--- src/design/spt_queue.sv ---
// ----------------------------------------------------------------------------
// spt_queue
// small command fifo between the geometry front and the pixel back
// ----------------------------------------------------------------------------
module spt_queue #(
    parameter int DATA_W = 48,
    parameter int DEPTH  = 4
) (
    input  logic              i_clk,
    input  logic              i_rst_n,
    input  logic              i_push,
    input  logic [DATA_W-1:0] i_data,
    output logic              o_full,
    input  logic              i_pop,
    output logic [DATA_W-1:0] o_data,
    output logic              o_empty
);
    localparam int PTR_W = $clog2(DEPTH);
    localparam int CNT_W = $clog2(DEPTH + 1);

    logic [DATA_W-1:0] r_mem [DEPTH];
    logic [PTR_W-1:0]  r_wptr, r_rptr, n_wptr, n_rptr;
    logic [CNT_W-1:0]  r_count, n_count;

    always_comb begin
        n_wptr  = r_wptr;
        n_rptr  = r_rptr;
        n_count = r_count;
        if (i_push) begin
            n_wptr = (r_wptr == PTR_W'(DEPTH - 1)) ? '0 : r_wptr + 1'b1;
        end
        if (i_pop) begin
            n_rptr = (r_rptr == PTR_W'(DEPTH - 1)) ? '0 : r_rptr + 1'b1;
        end
        if (i_push && !i_pop) begin
            n_count = r_count + 1'b1;
        end else if (!i_push && i_pop) begin
            n_count = r_count - 1'b1;
        end
    end

    always_ff @(posedge i_clk) begin
        if (!i_rst_n) begin
            r_wptr  <= '0;
            r_rptr  <= '0;
            r_count <= '0;
        end else begin
            r_wptr  <= n_wptr;
            r_rptr  <= n_rptr;
            r_count <= n_count;
        end
    end

    always_ff @(posedge i_clk) begin
        if (i_push) begin
            r_mem[r_wptr] <= i_data;
        end
    end

    assign o_data  = r_mem[r_rptr];
    assign o_full  = (r_count == CNT_W'(DEPTH));
    assign o_empty = (r_count == '0);

endmodule

--- config.mk ---
export PLATFORM = sky130hd
export DESIGN_NAME = spt_queue
export DESIGN_NICKNAME = d
export VERILOG_FILES = /design/src/design/spt_queue.sv
export SDC_FILE = /design/constraint.sdc
export NUM_CORES = 1
export LEC_CHECK = 0
export ABC_AREA = 1
export BUFFER_PORTS_ARGS = -buffer_cell sky130_fd_sc_hd__buf_4
export CAP_MARGIN = 30
export CELL_PAD_IN_SITES_DETAIL_PLACEMENT = 1
export CELL_PAD_IN_SITES_GLOBAL_PLACEMENT = 1
export CORE_ASPECT_RATIO = 0.5
export CORE_MARGIN = 4
export CORE_UTILIZATION = 24
export DETAILED_ROUTE_END_ITERATION = 6
export GPL_TIMING_DRIVEN = 0
export PLACE_DENSITY = 0.57
export SYNTH_ARGS = -nofsm -noshare
export SYNTH_HDL_FRONTEND = slang
export SYNTH_SLANG_ARGS = --single-unit
--- constraint.sdc ---
create_clock -name i_clk -period 4 [get_ports i_clk]
set_clock_uncertainty 0.05 [all_clocks]
set_input_delay 0.4 -clock i_clk [delete_from_list [all_inputs] [get_ports i_clk]]
set_output_delay 0.4 -clock i_clk [all_outputs]
set_load 0.02 [all_outputs]
==> out/qor.tcl <==
set qor(status) {completed}
set qor(synthTopCellsByCount) {sky130_fd_sc_hd__edfxtp_1 (192), sky130_fd_sc_hd__nor2_1 (94), sky130_fd_sc_hd__o21ai_0 (90)}
set qor(crit_required_ps) 3550
set qor(number_of_global_route_vias_before_repair) 5082
set qor(met2_length_um) 10700
set qor(arrival_ps) 1990
set qor(max_stage_delay_ps) 440
set qor(cts_tree) {done}
set qor(synth.mux.area_fraction_pct) 0
set qor(regArea_um2) 5950
set qor(vias) 4613
set qor(cts.path.max_buffers) 3
set qor(nFillCells) 3346
set qor(yosys.area.top_type_share_pct) 75.5
set qor(io_pins) 102
set qor(synth_area_in_compound_gates_pct) 10.6
set qor(top_layer_used_by_detailed_routing) {met4}
set qor(critPathLaunchType) {register}
set qor(ys_seq_elements) 201
set qor(peakVddDrop_v) 0.000251
set qor(cts_root_buf) {sky130_fd_sc_hd__clkbuf_16}
set qor(final.min_clock_period_ps) 2440
set qor(power.density_nw_per_um2) 499
set qor(rsz_0062_raised_after_global_routing) {false}
set qor(power.leakage_nw) 3.37
set qor(dpl.cell_count) 1052
set qor(synth_enable_flop_cells) 192
set qor(grt_overflow) 0
set qor(worst_setup_path_class) {register to output pin}
set qor(synth_cells) 524
set qor(design_power_total_w) 0.00480
set qor(multi_input_area_um2) 1390
set qor(synth-simple-area-share_pct) 6.24
set qor(cts_sinks) 201
set qor(timing.reg2reg.worst_path_depth) 4
set qor(final_core_util_pct) 31.2
set qor(synth-seq-area-share_pct) 77.9
set qor(post_synth.cell_area_avg_um2) 14.6
set qor(detail_route.drc_violations) 0
set qor(min-delay-start) {i_data[13]}
set qor(worst_r2r_startpoint) {r_wptr[0]}
set qor(fp.dieW_um) 260
set qor(synth_area_leaders) {sky130_fd_sc_hd__edfxtp_1 (76%), sky130_fd_sc_hd__o21ai_0 (5.9%), sky130_fd_sc_hd__nor2_1 (4.6%)}
set qor(gr-usage-all-layers_pct) 10.9
set qor(worst_slack_ps) 1560
set qor(final-instance-count-excl-fill) 1090
set qor(synth_to_layout_area_growth_pct) 26.0
set qor(grt_first_pass_wirelength_um) 29400
set qor(total_negative_setup_slacks_ps) 0
set qor(synth-async-reset-ratio_pct) 0
set qor(yosys_warnings) 0
set qor(seqPwrFrac_pct) 50.6
set qor(clock_insertion_delay_worst_skew_ps) 480
set qor(coreArea_um2) 30900
set qor(timing.max_cap.violations) 0
set qor(hold_path_end) {r_mem[0][13]}
set qor(timing.critical_path.slowest_stage_cell) {sky130_fd_sc_hd__dfxtp_1}
set qor(synth.cell_area_um2) 7630
set qor(post_cts_resized) 0
set qor(syn_nets) 583
set qor(postCtsSetupRepairBufs) 0
set qor(first_pass_iters) 4
set qor(synth_adder_area_share_pct) 1.25
set qor(detailedPlace.worstSlack_ps) 2020
set qor(internal_power_w) 0.00364
set qor(report.final.setup_viol) 0
set qor(synth.largest_area_cell) {sky130_fd_sc_hd__edfxtp_1}
set qor(critical_path.cell_chain) {clkbuf_1 -> o21ai_0 -> o22ai_1 -> buf_4}
set qor(die_height_um) 134
set qor(number_of_violations_reported_at_the_end_of_detailed_routing_iteration_0) 249
set qor(holdCritPathClass) {primary input to register}
set qor(power_frac_comb_pct) 13.0
set qor(largest_family_of_logic_cells_by_synthesized_area) {compound AO/OA/AOI/OAI gates}
set qor(number_of_buffers_created_by_cts) 21
set qor(power.clock.fraction_pct) 36.3
set qor(final-hold-violation-count) 0
set qor(synth.distinct_cells) 25
set qor(post_route_cells_drive_above_1_share_pct) 26.4
set qor(vias_per_cell) 4.23
set qor(initial_utilization_pct) 24.7
set qor(worst_setup_ep_type) {output pin}
set qor(cts-htree-levels) 1
set qor(most_frequent_cell_after_synthesis) {sky130_fd_sc_hd__edfxtp_1}
set qor(switching_share_pct) 24.1
set qor(timing.final.crit_share_pct) 61.1
set qor(die-area_um2) 34900
set qor(worstMarginPinSlew_ps) 612
set qor(finalNetCount) 711
set qor(place.port_buffers) 101
set qor(wirelength_um) 19400
set qor(critical_path.max_fanout) 10
set qor(pin_count_of_the_biggest_net_entering_global_routing) 35
set qor(synth_top_flop_cell) {sky130_fd_sc_hd__edfxtp_1}
set qor(worst_setup_hold_path_clk_slew_ps) 60
set qor(detailroute.wirelength.met3_um) 555
set qor(worst_r2r_endpoint) {r_mem[3][20]}
set qor(timing.hold.worst_path_depth) 1
set qor(power.net_switching_w) 0.00116
set qor(parity_gate_share_of_the_synthesized_area_counting_xor_and_xnor_cells_pct) 0.115
set qor(placement_rows) 45
set qor(fmax_mhz) 409
set qor(detail_route.wirelength.met1_um) 7730
set qor(cts_hold_buf) 0
set qor(slew-limit-headroom_pct) 59.2
set qor(ant_nets) 0
set qor(route.detailed.wl_per_inst_um) 17.8
set qor(setup.reg_to_reg.worst_slack_ps) 2210
set qor(number_of_max_slew_violations_in_the_final_report) 0
set qor(finalWeightedCongestion) 0.704
set qor(initial_antenna_violation_count) 1
set qor(detailedPlacementHpwl_um) 12500
layout make-up:
class / count / area share (%)
Multi-Input combinational cell: 276 / 14.5
Buffer: 31 / 2.42
Timing Repair Buffer: 105 / 8.71
Tap cell: 423 / 5.50
Inverter: 16 / 0.676
Antenna cell: 1 / 0.0260
Clock buffer: 28 / 5.96
Clock inverter: 9 / 0.429
Sequential cell: 201 / 61.8
state kept, by name, summed over array words and instances, names as in the netlist, named ones only:
register	cells
r_rptr	2
r_mem	192
r_count	3
r_wptr	2
metal layers:
layer | vias to the layer above | global-route usage (%)
met3 | 25 | 1.89
li1 | 2210 | -
met1 | 2319 | 12.4
met4 | 0 | 3.39
met2 | 59 | 20.8
met5 | - | 0
worst max path at each step:
stage,start,end,slack [ps],cells past startpoint
after floorplan,r_wptr[0],r_mem[3][0],2020,3
after global placement,r_wptr[0],r_mem[3][22],1060,3
after detailed placement,register,o_data[7],2020,4
after CTS,register,o_data[7],1470,4
after global routing,register,o_data[36],1390,4
final,register,o_data[32],1560,4
cell families after synthesis:
logic type | Yosys count
xor gates and xnor gates | 1
AOI/OAI and AO/OA | 150
and+or+nand+nor | 118
buffers and inverters | 47
adders and majority gates | 7
DFF | 201
per-stage QoR:
step | hold WS (ps) | instance area (um^2)
2_1_floorplan | 440 | 7630
3_3_place_gp | 461 | 8920
3_5_place_dp | 477 | 9000
4_1_cts | 41.3 | 9620
5_1_grt | 46.3 | 9620
6_report | 65.9 | 9620
power by group through the flow:
stage               Clock [W]  Combinational [W]  Sequential [W]
floorplan                   0           0.000331         0.00247
global placement            0           0.000624         0.00248
detailed placement          0           0.000642         0.00248
CTS                   0.00180           0.000643         0.00243
global route          0.00190           0.000685         0.00244
finish                0.00174           0.000626         0.00243
placed cells by master (no fill, tap or decap), types with 2 or more instances in the layout:
master,count
sky130_fd_sc_hd__nor2_1,94
sky130_fd_sc_hd__dfxtp_1,9
sky130_fd_sc_hd__clkbuf_2,5
sky130_fd_sc_hd__buf_6,6
sky130_fd_sc_hd__clkinv_1,3
sky130_fd_sc_hd__nor2_2,10
sky130_fd_sc_hd__inv_1,10
sky130_fd_sc_hd__clkbuf_4,2
sky130_fd_sc_hd__nor3_1,4
sky130_fd_sc_hd__buf_4,105
sky130_fd_sc_hd__edfxtp_1,192
sky130_fd_sc_hd__clkbuf_16,22
sky130_fd_sc_hd__a21oi_1,3
sky130_fd_sc_hd__clkbuf_1,10
sky130_fd_sc_hd__nand2_1,8
sky130_fd_sc_hd__inv_2,5
sky130_fd_sc_hd__buf_12,6
sky130_fd_sc_hd__buf_2,8
sky130_fd_sc_hd__ha_1,6
sky130_fd_sc_hd__o22ai_1,48
sky130_fd_sc_hd__o21ai_0,90
sky130_fd_sc_hd__o21ai_1,9
sky130_fd_sc_hd__clkinv_2,6
critical path: cells and delay by family (launching register included):
family                 cells  cell delay, ps
buffers and inverters      2             630
flip-flops                 1             440
AO/OA/AOI/OAI              2             450
Power figures use the tool's default switching activity.
