**src/design/spt_pkg.sv**
```systemverilog
// ----------------------------------------------------------------------------
// spt_pkg
// types, register codes and shading table of the torus point splatter
// ----------------------------------------------------------------------------
package spt_pkg;

    typedef struct packed {
        logic signed [15:0] cos_a;
        logic signed [15:0] sin_a;
        logic signed [15:0] cos_b;
        logic signed [15:0] sin_b;
        logic        [7:0]  frame_width;
        logic        [6:0]  frame_height;
    } t_cfg;

    typedef enum logic [2:0] {
        REG_COS_A        = 3'd0,
        REG_SIN_A        = 3'd1,
        REG_COS_B        = 3'd2,
        REG_SIN_B        = 3'd3,
        REG_FRAME_WIDTH  = 3'd4,
        REG_FRAME_HEIGHT = 3'd5
    } t_reg_idx;

    typedef enum logic [1:0] {
        CMD_PLOT = 2'd0,
        CMD_READ = 2'd1,
        CMD_NULL = 2'd2
    } t_cmd_kind;

    typedef enum logic [2:0] {
        F_IDLE,
        F_MUL,
        F_DIV,
        F_PROJ,
        F_PUSH
    } t_front_state;

    typedef enum logic [1:0] {
        B_CLEAR,
        B_IDLE,
        B_RESOLVE
    } t_back_state;

    localparam logic [6:0]  GLYPH_SPACE = 7'h20;
    localparam logic [4:0]  MUL_LAST    = 5'd23;
    localparam logic [4:0]  DIV_LAST    = 5'd30;
    localparam logic [4:0]  PROJ_LAST   = 5'd3;
    localparam logic signed [25:0] Z_OFFSET = 26'sd81920;
    localparam logic signed [25:0] CX_OFFSET = 26'sd32768;

    function automatic logic [6:0] shade_glyph(input logic signed [25:0] lum);
        logic [14:0] sh;
        logic [3:0]  idx;
        sh  = lum[25:11];
        idx = (sh > 15'd11) ? 4'd11 : sh[3:0];
        case (idx)
            4'd0:    shade_glyph = 7'h2E;
            4'd1:    shade_glyph = 7'h2C;
            4'd2:    shade_glyph = 7'h2D;
            4'd3:    shade_glyph = 7'h7E;
            4'd4:    shade_glyph = 7'h3A;
            4'd5:    shade_glyph = 7'h3B;
            4'd6:    shade_glyph = 7'h3D;
            4'd7:    shade_glyph = 7'h21;
            4'd8:    shade_glyph = 7'h2A;
            4'd9:    shade_glyph = 7'h23;
            4'd10:   shade_glyph = 7'h24;
            default: shade_glyph = 7'h40;
        endcase
    endfunction

    // sum in units of 2^-33, truncated toward zero
    function automatic logic signed [22:0] trunc33(input logic signed [55:0] s);
        logic signed [55:0] t;
        t = s[55] ? (s + 56'sd8589934591) : s;
        trunc33 = t[55:33];
    endfunction

endpackage

```
**src/design/spt_front.sv**
```systemverilog
// ----------------------------------------------------------------------------
// spt_front
// accepts items, rotates and projects torus samples, queues pixel commands
// ----------------------------------------------------------------------------
module spt_front import spt_pkg::*; #(
    parameter int MAX_COLS = 128,
    parameter int MAX_ROWS = 64,
    parameter int ADDR_W   = $clog2(MAX_COLS * MAX_ROWS),
    parameter int CMD_W    = 2 + ADDR_W + 16 + 7
) (
    input  logic                     i_clk,
    input  logic                     i_rst_n,
    input  t_cfg                     i_cfg,
    input  logic                     i_enable,
    input  logic                     i_valid,
    output logic                     o_ready,
    input  logic                     i_func,
    input  logic signed [15:0]       i_cos_theta,
    input  logic signed [15:0]       i_sin_theta,
    input  logic signed [15:0]       i_cos_phi,
    input  logic signed [15:0]       i_sin_phi,
    input  logic        [6:0]        i_pixel_col,
    input  logic        [5:0]        i_pixel_row,
    output logic                     o_push,
    output logic        [CMD_W-1:0]  o_cmd,
    input  logic                     i_full
);
    t_front_state r_state, n_state;

    logic [4:0]         r_step, n_step;
    logic signed [25:0] r_ct, r_st, r_cp, r_sp, r_cx;
    logic signed [25:0] n_ct, n_st, n_cp, n_sp, n_cx;
    logic signed [25:0] r_t0, r_t1, r_x, r_y, r_z, r_l;
    logic signed [25:0] n_t0, n_t1, n_x, n_y, n_z, n_l;
    logic [25:0]        r_rem, n_rem;
    logic [30:0]        r_quo, n_quo;
    logic [15:0]        r_ooz, n_ooz;
    logic signed [51:0] r_wp, n_wp;
    logic signed [22:0] r_col, r_row, n_col, n_row;

    logic signed [25:0] ca, sa, cb, sb;
    logic signed [25:0] mul_a, mul_b, m_q;
    logic signed [51:0] m_full;
    logic [26:0]        trial, zc;
    logic               accept, z_pos, hit;
    logic [ADDR_W-1:0]  rd_addr, pl_addr;
    logic               rd_in_range;

    assign ca = {{10{i_cfg.cos_a[15]}}, i_cfg.cos_a};
    assign sa = {{10{i_cfg.sin_a[15]}}, i_cfg.sin_a};
    assign cb = {{10{i_cfg.cos_b[15]}}, i_cfg.cos_b};
    assign sb = {{10{i_cfg.sin_b[15]}}, i_cfg.sin_b};

    assign accept = i_valid && o_ready;
    assign z_pos  = !r_z[25] && (r_z != '0);

    // shared multiplier operand select
    always_comb begin
        mul_a = '0;
        mul_b = '0;
        case (r_state)
            F_MUL: begin
                case (r_step)
                    5'd0:    begin mul_a = cb;   mul_b = r_cp; end
                    5'd1:    begin mul_a = sa;   mul_b = sb;   end
                    5'd2:    begin mul_a = r_t1; mul_b = r_sp; end
                    5'd3:    begin mul_a = r_cx; mul_b = r_t0; end
                    5'd4:    begin mul_a = ca;   mul_b = sb;   end
                    5'd5:    begin mul_a = r_st; mul_b = r_t1; end
                    5'd6:    begin mul_a = sb;   mul_b = r_cp; end
                    5'd7:    begin mul_a = sa;   mul_b = cb;   end
                    5'd8:    begin mul_a = r_t1; mul_b = r_sp; end
                    5'd9:    begin mul_a = r_cx; mul_b = r_t0; end
                    5'd10:   begin mul_a = ca;   mul_b = cb;   end
                    5'd11:   begin mul_a = r_st; mul_b = r_t1; end
                    5'd12:   begin mul_a = ca;   mul_b = r_cx; end
                    5'd13:   begin mul_a = r_t0; mul_b = r_sp; end
                    5'd14:   begin mul_a = r_st; mul_b = sa;   end
                    5'd15:   begin mul_a = r_cp; mul_b = r_ct; end
                    5'd16:   begin mul_a = r_t0; mul_b = sb;   end
                    5'd17:   begin mul_a = ca;   mul_b = r_ct; end
                    5'd18:   begin mul_a = r_t0; mul_b = r_sp; end
                    5'd19:   begin mul_a = sa;   mul_b = r_st; end
                    5'd20:   begin mul_a = ca;   mul_b = r_st; end
                    5'd21:   begin mul_a = r_ct; mul_b = sa;   end
                    5'd22:   begin mul_a = r_t1; mul_b = r_sp; end
                    default: begin mul_a = cb;   mul_b = r_t0; end
                endcase
            end
            F_PROJ: begin
                case (r_step)
                    5'd0:    begin mul_a = {18'b0, i_cfg.frame_width}; mul_b = {10'b0, r_ooz}; end
                    5'd1:    begin mul_a = r_t0; mul_b = r_x; end
                    default: begin mul_a = r_t0; mul_b = r_y; end
                endcase
            end
            default: begin
                mul_a = '0;
                mul_b = '0;
            end
        endcase
    end

    assign m_full = mul_a * mul_b;
    assign m_q    = m_full[39:14];

    assign trial = {r_rem, (r_step == 5'd0)};
    assign zc    = {1'b0, r_z};

    assign hit = !r_col[22] && (r_col[21:0] < 22'(i_cfg.frame_width))
              && (r_col[21:0] < 22'(MAX_COLS))
              && !r_row[22] && (r_row[21:0] < 22'(i_cfg.frame_height))
              && (r_row[21:0] < 22'(MAX_ROWS))
              && !r_l[25] && (r_l != '0);

    assign rd_in_range = (32'(i_pixel_col) < MAX_COLS) && (32'(i_pixel_row) < MAX_ROWS);
    assign rd_addr = ADDR_W'(i_pixel_row) * ADDR_W'(MAX_COLS) + ADDR_W'(i_pixel_col);
    assign pl_addr = ADDR_W'(r_row[21:0]) * ADDR_W'(MAX_COLS) + ADDR_W'(r_col[21:0]);

    // next state
    always_comb begin
        n_state = r_state;
        case (r_state)
            F_IDLE: begin
                if (accept && !i_func) begin
                    n_state = F_MUL;
                end
            end
            F_MUL: begin
                if (r_step == MUL_LAST) begin
                    n_state = z_pos ? F_DIV : F_IDLE;
                end
            end
            F_DIV: begin
                if (r_step == DIV_LAST) begin
                    n_state = F_PROJ;
                end
            end
            F_PROJ: begin
                if (r_step == PROJ_LAST) begin
                    n_state = F_PUSH;
                end
            end
            F_PUSH: begin
                if (!hit || !i_full) begin
                    n_state = F_IDLE;
                end
            end
            default: n_state = F_IDLE;
        endcase
    end

    // datapath
    always_comb begin
        n_step = r_step;
        n_ct = r_ct; n_st = r_st; n_cp = r_cp; n_sp = r_sp; n_cx = r_cx;
        n_t0 = r_t0; n_t1 = r_t1; n_x = r_x; n_y = r_y; n_z = r_z; n_l = r_l;
        n_rem = r_rem; n_quo = r_quo; n_ooz = r_ooz;
        n_wp = r_wp; n_col = r_col; n_row = r_row;
        case (r_state)
            F_IDLE: begin
                n_step = '0;
                if (accept && !i_func) begin
                    n_ct = 26'(i_cos_theta);
                    n_st = 26'(i_sin_theta);
                    n_cp = 26'(i_cos_phi);
                    n_sp = 26'(i_sin_phi);
                    n_cx = CX_OFFSET + 26'(i_cos_theta);
                end
            end
            F_MUL: begin
                n_step = (r_step == MUL_LAST) ? 5'd0 : r_step + 5'd1;
                n_rem  = '0;
                n_quo  = '0;
                case (r_step)
                    5'd0, 5'd6, 5'd12, 5'd15, 5'd17, 5'd20: n_t0 = m_q;
                    5'd1, 5'd4, 5'd7, 5'd10, 5'd21:         n_t1 = m_q;
                    5'd2:    n_t0 = r_t0 + m_q;
                    5'd8:    n_t0 = r_t0 - m_q;
                    5'd22:   n_t0 = r_t0 - m_q;
                    5'd3:    n_x  = m_q;
                    5'd5:    n_x  = r_x - m_q;
                    5'd9:    n_y  = m_q;
                    5'd11:   n_y  = r_y + m_q;
                    5'd13:   n_z  = Z_OFFSET + m_q;
                    5'd14:   n_z  = r_z + m_q;
                    5'd16:   n_l  = m_q;
                    5'd18:   n_l  = r_l - m_q;
                    5'd19:   n_l  = r_l - m_q;
                    default: n_l  = r_l + m_q;
                endcase
            end
            F_DIV: begin
                n_step = (r_step == DIV_LAST) ? 5'd0 : r_step + 5'd1;
                if (trial >= zc) begin
                    n_rem = 26'(trial - zc);
                    n_quo = {r_quo[29:0], 1'b1};
                end else begin
                    n_rem = trial[25:0];
                    n_quo = {r_quo[29:0], 1'b0};
                end
                n_ooz = (|n_quo[30:16]) ? 16'hFFFF : n_quo[15:0];
            end
            F_PROJ: begin
                n_step = r_step + 5'd1;
                case (r_step)
                    5'd0: n_t0 = m_full[25:0];
                    5'd1: n_wp = m_full;
                    5'd2: begin
                        n_col = trunc33({16'b0, i_cfg.frame_width[7:1], 33'b0}
                                        + {{4{r_wp[51]}}, r_wp});
                        n_wp  = m_full;
                    end
                    default: n_row = trunc33({17'b0, i_cfg.frame_height[6:1], 33'b0}
                                             - {{4{r_wp[51]}}, r_wp});
                endcase
            end
            default: n_step = '0;
        endcase
    end

    // outputs
    always_comb begin
        o_ready = 1'b0;
        o_push  = 1'b0;
        o_cmd   = '0;
        case (r_state)
            F_IDLE: begin
                o_ready = i_enable && !i_full;
                if (accept && i_func) begin
                    o_push = 1'b1;
                    o_cmd  = {rd_in_range ? CMD_READ : CMD_NULL, rd_addr, 16'b0, GLYPH_SPACE};
                end
            end
            F_PUSH: begin
                o_push = hit && !i_full;
                o_cmd  = {CMD_PLOT, pl_addr, r_ooz, shade_glyph(r_l)};
            end
            default: begin
                o_ready = 1'b0;
                o_push  = 1'b0;
            end
        endcase
    end

    always_ff @(posedge i_clk) begin
        if (!i_rst_n) begin
            r_state <= F_IDLE;
            r_step  <= '0;
        end else begin
            r_state <= n_state;
            r_step  <= n_step;
        end
    end

    always_ff @(posedge i_clk) begin
        r_ct <= n_ct; r_st <= n_st; r_cp <= n_cp; r_sp <= n_sp; r_cx <= n_cx;
        r_t0 <= n_t0; r_t1 <= n_t1; r_x <= n_x; r_y <= n_y; r_z <= n_z; r_l <= n_l;
        r_rem <= n_rem; r_quo <= n_quo; r_ooz <= n_ooz;
        r_wp <= n_wp; r_col <= n_col; r_row <= n_row;
    end

endmodule

```
**config.mk**
```make
export PLATFORM = sky130hd
export DESIGN_NAME = spt_front
export DESIGN_NICKNAME = d
export VERILOG_FILES = /design/src/design/spt_pkg.sv /design/src/design/spt_front.sv
export SDC_FILE = /design/constraint.sdc
export NUM_CORES = 2
export LEC_CHECK = 0
export BUFFER_PORTS_ARGS = -buffer_cell sky130_fd_sc_hd__buf_2
export CELL_PAD_IN_SITES_DETAIL_PLACEMENT = 0
export CELL_PAD_IN_SITES_GLOBAL_PLACEMENT = 1
export CORE_MARGIN = 4
export CORE_UTILIZATION = 40
export CTS_CLUSTER_SIZE = 8
export DETAILED_ROUTE_END_ITERATION = 10
export PLACE_DENSITY_LB_ADDON = 0.15
export SYNTH_ARGS = -nofsm -noshare
export SYNTH_HDL_FRONTEND = slang
export SYNTH_SLANG_ARGS = --single-unit
```
**constraint.sdc**
```tcl
create_clock -name i_clk -period 12.4 [get_ports i_clk]
set_input_delay 2.48 -clock i_clk [delete_from_list [all_inputs] [get_ports i_clk]]
set_output_delay 2.48 -clock i_clk [all_outputs]
set_load 0.01 [all_outputs]
```
==> results.cfg <==
[floorplan]
chipWidth_um = 375
die_area_sq_um = 141000
io-pin-count = 202
start_util = 0.403
fp-row-count = 134
core_sq_um = 134000
die_h_um = 375

[synthesis]
synth_area_sq_um = 54000
synth-main-ff-cell = edfxtp_1
synth_cell_types = 101
synth_edf_count = 387
ys_warn_count = 0
synth_sequential_area_ratio = 0.218
synth_nets = 7181
avgSynthCellArea_sq_um = 9.06
ys_ff_latch = 395
syn-instance-count = 5961
postSynth.asyncResetShare = 0

[critical_path]
cp.required_ps = 12880
r2r_start = r_step[0]$_SDFF_PN0_
r2r_slack_ps = 370
crit_fanout = 5
cpMostUsedCell = fa_1
critPathCaptureType = register
path_depth = 41
cp_top_family = adder cells
crit_type = input port to register
worstSetupEndpoint = r_t0[25]$_DFFE_PP_
worst-path-buf-inv = 7
arrival_ps = 12730
worstReg2RegEnd = r_t0[25]$_DFFE_PP_
reg2reg_depth = 50
worstSetupStartpoint = i_cfg[22]
start_kind = input port
cpMaxStageDelayCell = fa_2
critPathMaxStageDelay_ps = 630

[timing]
hold_violations = 0
period_share = 0.988
max_freq_mhz = 81.6
rsz0062_at_grt = true
worstMarginPinSlew_ps = 1300
fin_setup_tns_ps = 0
final_max_slew_viol_count = 0
hold_ws_ps = 487
slew-limit-headroom = 0.130
setup_violations = 0
skew_ps = 19.7
min_period_ps = 12250

[placed_design]
port_buffers = 200
dp_hpwl_um = 182000
placed_area_sq_um = 63800
globalplace.congestion = 0.980

[route]
via_count = 48400
drcViolationCount = 0
ant_nets = 0
vias_per_cell = 5.59
wl_per_cell_um = 25.3
route.final.wire_length_um = 219000
drtIter0Drc = 4986
dr.pass1.iters = 9

[clocking]
cts_inserted_buffers = 56
cts_tree = done
clk_latency_ps = 640
clockRootBuffer = clkbuf_16
h-tree-depth = 2
cts.clk_slew.worst_paths_ps = 60
cts.sinks = 395
cts_buffer_depth = 3

[grt]
grt_pass1_vias = 48100
grt_max_degree = 66
grt-ovfl-total = 0
antenna_found_initial = 16
grt_pass1_wl_um = 319000
grt_usage = 0.306

[finish]
final_area_sq_um = 66300
area_growth_pct = 22.8
nets = 8084
drive_above_1_share = 0.209

[status]
status = finished, final reports clean

[power]
max-vdd-ir-drop_mv = 0.364
finalPower_mw = 21.3
pwr_density_cell_nw_per_um2 = 321
leakagePower_nw = 30.4

[min_path]
min_path_type = register to register
whs_path_depth = 1

[flow_run]
maxCapViolCount = 0
## registers in the layout, summed over array words and instances (netlist names), 21 cells and up
name and cells:
r_wp 52, r_quo 30, r_l 26, r_rem 26
r_t0 26, r_t1 26, r_x 26, r_y 26
r_z 26, r_col 21, r_row 21
## power breakdown
group / switching [mW] / internal [mW]
combinational: 9.46 / 8.20
clock: 0.651 / 0.826
sequential: 0.120 / 2.01
## cell usage after synthesis (52+ instances only)
library cell    n  share of area
and3_1         93          0.011
xnor2_1       207          0.034
clkbuf_1      239          0.017
inv_1         905          0.063
fa_1          719           0.27
ha_1          339          0.079
o21ai_0       200          0.019
nand3_1        91         0.0084
nor3_1         83         0.0077
nand2b_1       52         0.0060
a21oi_1       290          0.027
nand2_1       716          0.050
edfxtp_1      387           0.22
xor2_1         73          0.012
and2_1         54         0.0063
nor2_1        546          0.038
a21o_1         83          0.012
## per-layer routing
metal / vias to the layer above / GRT usage / share of wire
met5: - / 0 / 0.00019
met4: 6 / 0.0899 / 0.037
met3: 349 / 0.0529 / 0.087
met2: 2098 / 0.467 / 0.44
met1: 24300 / 0.445 / 0.44
li1: 21700 / - / -
## worst register-to-register path, delay by kind of cell, from the launching register on
family	cells	cell delay, ps
AOI/OAI and AO/OA	14	2710
xor gates and xnor gates	2	430
adders and majority gates	10	4250
buffers and inverters	11	1570
DFF	1	350
and+or+nand+nor	13	2590
## logic make-up (layout without fill, tap and decap cells)
group                    after synthesis  in the layout  share of synthesized area
AND/OR/NAND/NOR                     1899           1899                      0.161
AO/OA/AOI/OAI                       1089           1089                      0.135
buffers and inverters               1183           2114                     0.0832
XOR/XNOR                             287            287                     0.0479
adder cells (fa/ha/maj)             1061           1061                      0.346
multiplexers                          46             46                    0.00867
other                                  1              8                  0.0000695
flip-flops                           395            395                      0.218
## worst min path at each step
stage,startpoint,endpoint,slack (ps)
5_1_grt,r_step[0]$_SDFF_PN0_,r_step[0]$_SDFF_PN0_,540
4_1_cts,r_step[0]$_SDFF_PN0_,r_step[0]$_SDFF_PN0_,490
3_5_place_dp,r_step[0]$_SDFF_PN0_,r_step[0]$_SDFF_PN0_,470
3_3_place_gp,r_step[0]$_SDFF_PN0_,r_step[0]$_SDFF_PN0_,460
6_report,r_step[0]$_SDFF_PN0_,r_step[0]$_SDFF_PN0_,490
2_1_floorplan,r_step[0]$_SDFF_PN0_,r_step[0]$_SDFF_PN0_,440
## placed cells by master (no fill, tap or decap), drive strengths merged, types with 83 or more instances in the layout
cell and n:
fa 719, nor3 83, a21oi 294, and3 93, buf 1113, xnor2 212
a21o 83, nor2 548, inv 912, edfxtp 387, ha 339, nand3 91
nand2 716, o21ai 227
## stage by stage
step	setup slack (ps)	instances	util
2_1_floorplan	25.0	5961	-
3_3_place_gp	-669	8543	0.477
3_5_place_dp	-755	8543	0.477
4_1_cts	9.04	8629	0.489
5_1_grt	-160	8660	0.495
6_report	152	8667	0.496
## layout make-up
type	instances	area [sq um]
flip-flops and latches	395	11800
multi-input cells	4383	38600
fillers	12800	67500
clock buffers	81	1500
diodes	7	17.5
inverters	915	3440
well taps	1768	2210
clock inverters	5	88.8
repair buffers	1113	8640
## repair_timing
action,in CTS,in global routing
pin swaps,1,91
buffers inserted,0,33
resized for setup,4,141
endpoints found under the setup margin,3,33
hold buffers,0,0
(Power assumes the default switching activity.)
